### src/hw/rtl/i2csra_pkg.sv
`default_nettype none

package i2csra_pkg;

  // Register file geometry and the writable window.
  localparam int unsigned REG_DEPTH = 64;
  localparam int unsigned REG_AW = $clog2(REG_DEPTH);
  localparam logic [7:0] LAST_REG = 8'd63;
  localparam logic [7:0] FIRST_WRITABLE = 8'd16;
  localparam logic [3:0] ERR_MASK = 4'hF;

  // Bus event codes.
  typedef logic [1:0] action_t;
  localparam action_t ACT_NONE = 2'd0;
  localparam action_t ACT_MATCH = 2'd1;
  localparam action_t ACT_WRITE = 2'd2;
  localparam action_t ACT_READ = 2'd3;

  // One bus byte event.
  typedef struct packed {
    action_t    action;
    logic [7:0] data_byte;
    logic       stop_seen;
    logic       nack_seen;
    logic [3:0] bus_errors;
  } in_item_t;

  // One result beat.
  typedef struct packed {
    logic [7:0] read_byte;
    logic       read_valid;
    logic       txn_active;
    logic [3:0] error_bits;
    logic [7:0] last_register;
  } out_item_t;

endpackage

`default_nettype wire

### src/hw/rtl/i2csra_in_if.sv
`default_nettype none

interface i2csra_in_if;
  logic                 valid;
  logic                 ready;
  i2csra_pkg::in_item_t data;

  modport source (output valid, output data, input ready);
  modport sink (input valid, input data, output ready);
endinterface

`default_nettype wire

### src/hw/rtl/i2csra_out_if.sv
`default_nettype none

interface i2csra_out_if;
  logic                  valid;
  logic                  ready;
  i2csra_pkg::out_item_t data;

  modport source (output valid, output data, input ready);
  modport sink (input valid, input data, output ready);
endinterface

`default_nettype wire

### src/hw/rtl/i2csra_ram.sv
`default_nettype none

module i2csra_ram #(
  parameter int unsigned WIDTH = 8,
  parameter int unsigned DEPTH = 64
) (
  input  wire logic                     clk,
  input  wire logic                     we,
  input  wire logic [$clog2(DEPTH)-1:0] waddr,
  input  wire logic [WIDTH-1:0]         wdata,
  input  wire logic                     re,
  input  wire logic [$clog2(DEPTH)-1:0] raddr,
  output logic      [WIDTH-1:0]         rdata
);

  logic [WIDTH-1:0] mem [DEPTH];

  // One write port, one registered read port.
  always_ff @(posedge clk) begin
    if (we) begin
      mem[waddr] <= wdata;
    end
    if (re) begin
      rdata <= mem[raddr];
    end
  end

endmodule

`default_nettype wire

### src/hw/rtl/i2c_slave_register_access.sv
`default_nettype none

// Byte-level register access for an I2C slave.
// in_ch carries one bus byte event per beat (address match, master write,
// master read request, plus stop, NACK and bus error flags). out_ch returns
// exactly one result beat per event: the read byte on a read request, the
// transaction status, the event's error bits and the last requested register.
// A first write after an address match loads the register pointer; later
// writes land in the 64-byte register file, kept inside the writable window.
// Throughput is one event per cycle unless the receiver stalls: pointer and flag
// updates are a few gates, and the register file is a single-port-write,
// registered-read RAM accessed in the accept cycle. The RAM read is registered
// at the accepting edge together with the middle stage, and the result beat
// then passes through the output register that drives out_ch.valid.
// Reset clears the pointer, the flags and the requested register, and marks
// every register byte as unwritten; unwritten bytes read as zero, so no
// clearing pass is needed and events are taken right after reset.
// When the receiver stalls, the output register holds its beat, the middle
// stage fills, and in_ch.ready drops until the output moves again.
module i2c_slave_register_access (
  input  wire logic  clk,
  input  wire logic  rst_n,
  i2csra_in_if.sink  in_ch,
  i2csra_out_if.source out_ch
);

  import i2csra_pkg::*;

  typedef struct packed {
    logic       rd_live;
    logic       read_valid;
    logic       txn_active;
    logic [3:0] error_bits;
    logic [7:0] last_register;
  } mid_t;

  logic [7:0] ptr_r, ptr_nxt;
  logic       fbp_r, fbp_nxt;
  logic       open_r, open_nxt;
  logic [7:0] req_r, req_nxt;
  logic [REG_DEPTH-1:0] ent_vld_r;

  logic              wr_en, rd_en;
  logic [7:0]        wr_ptr, rd_ptr;
  logic [REG_AW-1:0] wr_addr, rd_addr;
  logic [7:0]        ram_dout;
  logic [3:0]        errs;
  logic              closing;
  logic              in_acc, mid_move;

  logic  mid_vld_r;
  mid_t  mid_r, mid_nxt;
  logic      out_vld_r;
  out_item_t out_r;

  // Handshake: the middle stage drains into the output register.
  assign mid_move = mid_vld_r && (!out_vld_r || out_ch.ready);
  assign in_ch.ready = !mid_vld_r || mid_move;
  assign in_acc = in_ch.valid && in_ch.ready;

  assign errs = in_ch.data.bus_errors & ERR_MASK;
  assign closing = in_ch.data.stop_seen || in_ch.data.nack_seen || (errs != 4'd0);

  // Window handling of the pointer for data writes and reads.
  assign wr_ptr = ((ptr_r > LAST_REG) || (ptr_r < FIRST_WRITABLE)) ? FIRST_WRITABLE : ptr_r;
  assign rd_ptr = (ptr_r > LAST_REG) ? 8'd0 : ptr_r;
  assign wr_addr = wr_ptr[REG_AW-1:0];
  assign rd_addr = rd_ptr[REG_AW-1:0];

  // Next state of the pointer, flags and requested register.
  always_comb begin
    ptr_nxt = ptr_r;
    fbp_nxt = fbp_r;
    open_nxt = open_r;
    req_nxt = req_r;
    wr_en = 1'b0;
    rd_en = 1'b0;
    unique case (in_ch.data.action)
      ACT_MATCH: begin
        fbp_nxt = 1'b1;
        open_nxt = 1'b1;
      end
      ACT_WRITE: begin
        if (fbp_r) begin
          req_nxt = in_ch.data.data_byte;
          ptr_nxt = in_ch.data.data_byte;
          fbp_nxt = 1'b0;
        end else begin
          wr_en = in_acc && (32'(wr_ptr) < REG_DEPTH);
          ptr_nxt = wr_ptr + 8'd1;
        end
      end
      ACT_READ: begin
        rd_en = in_acc;
        ptr_nxt = rd_ptr + 8'd1;
      end
      default: begin
      end
    endcase
    if (closing) begin
      fbp_nxt = 1'b0;
      open_nxt = 1'b0;
    end
  end

  // Fields of the result, except the RAM byte, which comes from the registered RAM read.
  always_comb begin
    mid_nxt.read_valid = (in_ch.data.action == ACT_READ);
    mid_nxt.rd_live = (in_ch.data.action == ACT_READ) && (32'(rd_ptr) < REG_DEPTH)
                      && ent_vld_r[rd_addr];
    mid_nxt.txn_active = open_nxt;
    mid_nxt.error_bits = errs;
    mid_nxt.last_register = req_nxt;
  end

  // Control state.
  always_ff @(posedge clk) begin
    if (!rst_n) begin
      ptr_r <= 8'd0;
      fbp_r <= 1'b0;
      open_r <= 1'b0;
      req_r <= 8'd0;
      ent_vld_r <= '0;
      mid_vld_r <= 1'b0;
      out_vld_r <= 1'b0;
    end else begin
      if (in_acc) begin
        ptr_r <= ptr_nxt;
        fbp_r <= fbp_nxt;
        open_r <= open_nxt;
        req_r <= req_nxt;
      end
      if (wr_en) begin
        ent_vld_r[wr_addr] <= 1'b1;
      end
      if (in_acc) begin
        mid_vld_r <= 1'b1;
      end else if (mid_move) begin
        mid_vld_r <= 1'b0;
      end
      if (mid_move) begin
        out_vld_r <= 1'b1;
      end else if (out_ch.ready) begin
        out_vld_r <= 1'b0;
      end
    end
  end

  // Payload stages.
  always_ff @(posedge clk) begin
    if (in_acc) begin
      mid_r <= mid_nxt;
    end
    if (mid_move) begin
      out_r.read_byte <= mid_r.rd_live ? ram_dout : 8'd0;
      out_r.read_valid <= mid_r.read_valid;
      out_r.txn_active <= mid_r.txn_active;
      out_r.error_bits <= mid_r.error_bits;
      out_r.last_register <= mid_r.last_register;
    end
  end

  i2csra_ram #(
    .WIDTH (8),
    .DEPTH (REG_DEPTH)
  ) u_regfile (
    .clk   (clk),
    .we    (wr_en),
    .waddr (wr_addr),
    .wdata (in_ch.data.data_byte),
    .re    (rd_en),
    .raddr (rd_addr),
    .rdata (ram_dout)
  );

  assign out_ch.valid = out_vld_r;
  assign out_ch.data = out_r;

  // A pending first byte only exists inside an open transaction.
  a_fbp_open: assert property (@(posedge clk) disable iff (!rst_n)
    fbp_r |-> open_r)
    else $error("first byte pending outside a transaction");

  // Data writes stay inside the writable window.
  a_wr_window: assert property (@(posedge clk) disable iff (!rst_n)
    wr_en |-> (wr_ptr >= FIRST_WRITABLE) && (wr_ptr <= LAST_REG))
    else $error("register write outside the writable window");

  // A non-read beat carries no read byte.
  a_rd_zero: assert property (@(posedge clk) disable iff (!rst_n)
    (out_vld_r && !out_r.read_valid) |-> (out_r.read_byte == 8'd0))
    else $error("read byte set on a non-read beat");

  // A blocked middle stage keeps its contents.
  a_mid_hold: assert property (@(posedge clk) disable iff (!rst_n)
    (mid_vld_r && !mid_move) |=> (mid_vld_r && $stable(mid_r)))
    else $error("middle stage lost a beat while blocked");

  // An unclosed address match opens the transaction.
  a_match_open: assert property (@(posedge clk) disable iff (!rst_n)
    (in_acc && (in_ch.data.action == ACT_MATCH) && !closing) |=> (open_r && fbp_r))
    else $error("address match did not open a transaction");

endmodule

`default_nettype wire
### src/flat_wrapper.sv
// flat-port wrapper written by rule: the top's interface ports become plain ports
module i2c_slave_register_access_flat import i2csra_pkg::*;
  (clk, rst_n, in_ch_valid, in_ch_data, in_ch_ready, out_ch_valid, out_ch_data, out_ch_ready);
  i2csra_in_if in_ch_i ();
  i2csra_out_if out_ch_i ();
  input  wire logic clk;
  input  wire logic rst_n;
  input wire logic [$bits(in_ch_i.valid)-1:0] in_ch_valid;
  input wire logic [$bits(in_ch_i.data)-1:0] in_ch_data;
  output wire logic [$bits(in_ch_i.ready)-1:0] in_ch_ready;
  output wire logic [$bits(out_ch_i.valid)-1:0] out_ch_valid;
  output wire logic [$bits(out_ch_i.data)-1:0] out_ch_data;
  input wire logic [$bits(out_ch_i.ready)-1:0] out_ch_ready;
  assign in_ch_i.valid = in_ch_valid;
  assign in_ch_i.data = in_ch_data;
  assign in_ch_ready = in_ch_i.ready;
  assign out_ch_valid = out_ch_i.valid;
  assign out_ch_data = out_ch_i.data;
  assign out_ch_i.ready = out_ch_ready;
  i2c_slave_register_access u_core (.clk(clk), .rst_n(rst_n), .in_ch(in_ch_i), .out_ch(out_ch_i));
endmodule
### config.mk
export PLATFORM = sky130hd
export DESIGN_NAME = i2c_slave_register_access_flat
export DESIGN_NICKNAME = d
export VERILOG_FILES = /design/src/hw/rtl/i2csra_pkg.sv /design/src/hw/rtl/i2csra_in_if.sv /design/src/hw/rtl/i2csra_out_if.sv /design/src/hw/rtl/i2csra_ram.sv /design/src/hw/rtl/i2c_slave_register_access.sv /design/src/flat_wrapper.sv
export SDC_FILE = /design/constraint.sdc
export NUM_CORES = 1
export LEC_CHECK = 0
export ABC_CLOCK_PERIOD_IN_PS = 2960
export BUFFER_PORTS_ARGS = -buffer_cell sky130_fd_sc_hd__clkbuf_2
export CORE_MARGIN = 2
export CORE_UTILIZATION = 35
export CTS_BUF_LIST = sky130_fd_sc_hd__clkbuf_8 sky130_fd_sc_hd__clkbuf_16
export DETAILED_ROUTE_END_ITERATION = 6
export PLACE_DENSITY = 0.51
export SLEW_MARGIN = 20
export SYNTH_ARGS = -nofsm -noshare
export SYNTH_HDL_FRONTEND = slang
export SYNTH_SLANG_ARGS = --single-unit
### constraint.sdc
create_clock -name clk -period 2.96 [get_ports clk]
set_input_delay 0.296 -clock clk [delete_from_list [all_inputs] [get_ports clk]]
set_output_delay 0.296 -clock clk [all_outputs]
set_load 0.01 [all_outputs]
==> impl_metrics.yaml, run 1 <==
synth:
  synth_most_common_cell: "edfxtp_1"
  netlist_top_cells_area: "edfxtp_1 65%, dfxtp_1 6.6%, mux2i_1 3.2%"
  synth_commonest_cells: "557 x edfxtp_1, 121 x a21oi_1, 87 x nor2_1, 84 x dfxtp_1, 83 x mux2i_1"
  syn_area_um2: 25700
  synth_area_per_cell_um2: 15.0
  yosysTopAreaCell: "edfxtp_1"
  synth_top_area_frac: 0.652
  synth_seq_cells: 641
  syn_inst: 1705
  ys.flop_type: "edfxtp_1"
  synth_edf_count: 557
  synth.distinct_cells: 74
  async_flop_share: 0
  ys_seq_area_frac: 0.717
  yosysWarnings: 0
floorplanning:
  rows: 99
  floorplan.initialDensity: 0.353
  core_area_um2: 72700
  die_h_um: 275
  fp.dieW_um: 275
  ios: 44
  die_area_um2: 75500
final_layout:
  drive_gt1_frac: 0.191
  n_fill_cell: 6573
  area_delta_synth_final_pct: 19.9
  final_cells: 2992
  layout.nets: 2002
hold_path:
  min_path_type: "input port to flip-flop"
  hold_start: "out_ch_ready"
global_route:
  grt_max_degree: 61
  grt_usage: 0.187
  overflow: 0
  grt_pass1_wl_um: 104000
  antenna_found_initial: 1
  grt_pass1_vias: 15833
sta:
  period_needed_ns: 2.82
  timing.setup.tns_ns: 0
  max_freq_ghz: 0.355
  whs_ns: 0.102
  hold_viol: 0
  post-route-period-util: 0.951
  worst_slew_pin_slew_ns: 1.01
  worst_clock_skew_ns: 0.0221
  setup_viol: 0
  setup_ws_ns: 0.144
  rsz0062_at_grt: "false"
  drv_slew: 0
  relSlewSlack: 0.328
cts:
  max-clock-path-buffers: 3
  postCtsSetupBuffers: 0
  clkTransAtPathRegs_ns: 0.06
  cts_root_buf: "clkbuf_16"
  htree_levels: 3
  clock_latency_ns: 0.61
  cts_tree: "yes"
  cts.sinks: 641
  numCtsBuffers: 69
power_and_ir_drop:
  combPwrFrac: 0.069
  ir_worst_vdd_uv: 448
  seq_power_share: 0.494
  power_switching_mw: 4.57
  total_power_mw: 20.4
  clkPwrFrac: 0.437
  sw_frac_of_total: 0.224
  power_leakage_nw: 10.5
  p_per_area_nw_per_um2: 665
  p_int_mw: 15.9
run:
  drv_cap: 0
place:
  place_ws_ns: 0.0928
  gp_congestion: 0.911
  dp_hpwl_um: 45400
  dp_cells: 2860
  io_buffers: 43
setup_path:
  cp_data_arrival_time_ns: 3.17
  crit_path_end_kind: "flip-flop"
  crit_path_start: "u_core.ptr_r[2]"
  startpoint_type: "flip-flop"
  crit_type: "flip-flop to flip-flop"
  cp_max_fo: 29
  cp_data_required_time_ns: 3.31
  worstReg2RegStart: "u_core.ptr_r[2]"
detailed_routing:
  ant_nets: 0
  vias_per_cell: 5.27
  drc_errors: 0
  drt-pass1-iter-count: 5
  vias: 15767
  wl_per_cell_um: 23.5
  drtIter0Drc: 1377
  drt-total-wl_um: 70400
outcome:
  status: "finished clean"
flip-flops by register name (all words and copies together) (netlist names):
signal	cells
u_core.ent_vld_r	64
u_core.fbp_r	1
u_core.mid_r	15
u_core.mid_vld_r	1
u_core.open_r	1
u_core.out_ch.data	22
u_core.out_ch.valid	1
u_core.ptr_r	8
u_core.req_r	8
u_core.u_regfile.mem	512
u_core.u_regfile.rdata	8
worst max-delay path: stages, from the launching register on:
cell and delay, ns:
dfxtp_2 0.47, or3b_2 0.62, buf_12 0.23, a221oi_1 0.48, a211oi_1 0.16, and4b_1 0.45
nand4_1 0.12
cells in the final DEF (no fill, tap or decap), types with 54 or more instances in the layout:
| cell | netlist | layout |
|---|---|---|
| buf_4 | 3 | 135 |
| nor2_1 | 87 | 86 |
| edfxtp_1 | 557 | 557 |
| clkbuf_16 | 0 | 72 |
| nand2_1 | 82 | 82 |
| dfxtp_1 | 84 | 80 |
| mux2i_1 | 83 | 83 |
| conb_1 | 1 | 128 |
| o211ai_1 | 54 | 54 |
| a21oi_1 | 121 | 120 |
| o21a_1 | 57 | 57 |
metrics by stage:
step | area (um2) | util
floorplan | 26100 | -
global placement | 28300 | 0.390
detailed placement | 28300 | 0.390
CTS | 30700 | 0.423
global route | 30800 | 0.423
finish | 30800 | 0.423
layer usage:
| layer | wire (um) | track usage | up-vias |
|---|---|---|---|
| li1 | - | - | 7166 |
| met1 | 31900 | 0.261 | 8028 |
| met2 | 32900 | 0.297 | 489 |
| met3 | 3760 | 0.0287 | 84 |
| met4 | 1800 | 0.0658 | 0 |
| met5 | 0 | 0 | - |
power groups by stage:
stage	Clock (mW)	Combinational, mW	Sequential (mW)
after floorplan	0	0.773	10.3
after global placement	0	1.40	10.3
after detailed placement	0	1.41	10.3
after CTS	9.12	1.42	10.1
after global routing	9.46	1.53	10.1
final	8.93	1.41	10.1
cells by family after synthesis:
logic type      after synthesis  share of synthesized area
fa+ha+maj                     5                    0.00244
flops                       641                      0.717
simple gates                303                     0.0595
xor+xnor                      4                    0.00137
buf+inv                     133                     0.0224
compound gates              466                      0.126
other cells                   1                   0.000146
mux                         152                     0.0706
worst paths after layout:
kind / to / slack (ns) / depth (start not counted)
max: u_core.u_regfile.rdata[7] / 0.14 / 6
min: u_core.out_ch.valid / 0.10 / 3
max reg2reg: u_core.u_regfile.rdata[7] / 0.14 / 6
min reg2reg: u_core.out_ch.data[13] / 0.42 / 0
area by class of cell:
type	instances	area (um2)	area share
Sequential cell	641	18400	0.599
Antenna cell	1	2.50	0.0000814
Timing Repair Buffer	195	1530	0.0497
Clock inverter	52	524	0.0170
Tap cell	959	1200	0.0390
Multi-Input combinational cell	1059	7200	0.234
Inverter	11	53.8	0.00175
Clock buffer	74	1830	0.0595
what timing repair did:
item                                   4_1_cts  5_1_grt
setup endpoints to repair                    0        6
hold buffers                                 4        0
resized for setup                            0        1
endpoints found under the hold margin        4        0
(Power assumes the default switching activity.)
==> inputs of run 2 (changes only) <==
--- a/config.mk
+++ b/config.mk
@@ -9,7 +9,6 @@
 export BUFFER_PORTS_ARGS = -buffer_cell sky130_fd_sc_hd__clkbuf_2
 export CORE_MARGIN = 2
 export CORE_UTILIZATION = 35
-export CTS_BUF_LIST = sky130_fd_sc_hd__clkbuf_8 sky130_fd_sc_hd__clkbuf_16
 export DETAILED_ROUTE_END_ITERATION = 6
 export PLACE_DENSITY = 0.51
 export SLEW_MARGIN = 20
==> run 2 against run 1 <==
Effect of this change:
- via count is essentially flat
- power up 0.17%
- sequential power about the same
- clock-buffer cell count increased by 8
==> impl_metrics.yaml, run 2 (synthesis results as in run 1) <==
outcome:
  status: "finished clean"
setup_path:
  startpoint_type: "flip-flop"
  r2r_end: "u_core.u_regfile.mem[41][1]"
  cp_common_cell: "buf_4"
  critPathMaxStageDelay_ns: 0.52
  worstReg2RegStart: "u_core.ptr_r[7]"
  worst_path_max_delay_cell: "nor4_1"
  reg2reg_slack_ns: 0.17
  crit_type: "flip-flop to flip-flop"
  cp_cell_sequence: "buf_4 > or2_4 > nor4_1 > nand2_1 > nor2_1 > buf_4"
  cp_max_fo: 17
  rr_worst_depth: 6
  crit_path_end_kind: "flip-flop"
  cp_data_arrival_time_ns: 3.09
  cp_data_required_time_ns: 3.26
cts:
  max-clock-path-buffers: 3
  postCtsSetupBuffers: 0
  htree_levels: 3
  cts.sinks: 641
  cts_root_buf: "clkbuf_16"
  numCtsBuffers: 69
  clock_latency_ns: 0.62
  cts_tree: "yes"
  clkTransAtPathRegs_ns: 0.06
sta:
  rsz0062_at_grt: "false"
  relSlewSlack: 0.338
  timing.setup.tns_ns: 0
  hold_viol: 0
  worst_slew_pin_slew_ns: 0.993
  whs_ns: 0.102
  worst_clock_skew_ns: 0.0268
  max_freq_ghz: 0.359
  drv_slew: 0
  setup_viol: 0
  setup_ws_ns: 0.171
  period_needed_ns: 2.79
  post-route-period-util: 0.942
detailed_routing:
  wl_per_cell_um: 23.5
  vias: 15765
  ant_nets: 0
  drt-pass1-iter-count: 5
  drt-total-wl_um: 70300
  drc_errors: 0
  drtIter0Drc: 1354
  vias_per_cell: 5.27
power_and_ir_drop:
  p_per_area_nw_per_um2: 666
  power_leakage_nw: 10.5
  ir_worst_vdd_uv: 448
final_layout:
  final_common_cell: "edfxtp_1"
  drive_gt1_frac: 0.191
  final_cell_mix: "557 x edfxtp_1, 135 x buf_4, 128 x conb_1, 120 x a21oi_1, 86 x nor2_1"
  area_delta_synth_final_pct: 19.9
  n_fill_cell: 6572
  layout.nets: 2002
  largest_reg_flops: 512
  regMostFlops: "u_core.u_regfile.mem"
  seqCellArea_um2: 18400
  multi_input_area_um2: 7200
run:
  drv_cap: 0
global_route:
  overflow: 0
  grt_usage: 0.187
  antenna_found_initial: 1
  grt_pass1_vias: 15833
  grt_pass1_wl_um: 104000
  grt_max_degree: 61
hold_path:
  min_path_cells: 3
  hold_start: "out_ch_ready"
  min_path_type: "input port to flip-flop"
  hold_end: "u_core.out_ch.valid"
floorplanning:
  die_area_um2: 75500
  die_h_um: 275
  ios: 44
  fp.dieW_um: 275
  core_area_um2: 72700
  floorplan.initialDensity: 0.353
  rows: 99
place:
  place_ws_ns: 0.0928
  io_buffers: 43
  gp_congestion: 0.911
  dp_hpwl_um: 45400
[run 2: cell types whose count changed in the layout (fill, tap and decap cells not counted)]
cell	before	now
diode_2	1	2
clkbuf_1	0	8
inv_1	16	8
[run 2: how the worst max path moves through the flow]
stage	startpoint	endpoint	slack, ns	depth (start not counted)
final	u_core.ptr_r[7]	u_core.u_regfile.mem[41][1]	0.17	6
after global routing	u_core.ptr_r[7]	u_core.u_regfile.rdata[4]	0.06	8
after CTS	u_core.ptr_r[6]	u_core.u_regfile.rdata[7]	0.09	7
after detailed placement	u_core.ptr_r[6]	u_core.u_regfile.rdata[1]	0.09	7
after global placement	u_core.ptr_r[7]	u_core.u_regfile.rdata[1]	0.18	8
after floorplan	u_core.ptr_r[7]	u_core.u_regfile.mem[45][0]	0.33	7
[run 2: per-layer routing]
metal	global-route usage	up-vias	share of wire	routed length (um)
met2	0.297	478	0.47	32800
met1	0.261	8019	0.45	31900
met5	0	-	0	0
li1	-	7178	-	-
met3	0.0287	90	0.055	3850
met4	0.0658	0	0.026	1850
[run 2: worst max-delay path, delay by kind of cell, from the launching register on]
kind          cells  cell delay, ns
flops             1            0.42
simple gates      4            1.61
buf+inv           2            0.44
[run 2: layout make-up]
class | count | share of cell area
sequential | 641 | 0.599
multi-input combinational | 1059 | 0.234
clock buffer | 82 | 0.0604
timing repair buffer | 195 | 0.0497
tap | 959 | 0.0390
clock inverter | 44 | 0.0161
inverter | 11 | 0.00175
antenna | 2 | 0.000163
[run 2: power breakdown]
group	internal, mW	switching (mW)	total (mW)
sequential	10.0	0.0766	10.1
clock	5.38	3.58	8.96
combinational	0.494	0.922	1.42
total	15.9	4.58	20.5
[run 2: timing repair]
action                                 4_1_cts  5_1_grt
setup endpoints to repair                    0        6
resized for setup                            0        1
hold buffers                                 4        0
endpoints found under the hold margin        4        0
[run 2: metrics by stage]
stage               instances  total power [mW]  area (um2)   util
floorplan                1832              11.0       26100      -
global placement         2860              11.7       28300  0.390
detailed placement       2860              11.7       28300  0.390
CTS                      2990              20.7       30700  0.423
global route             2991              21.1       30800  0.423
finish                   2993              20.5       30800  0.423
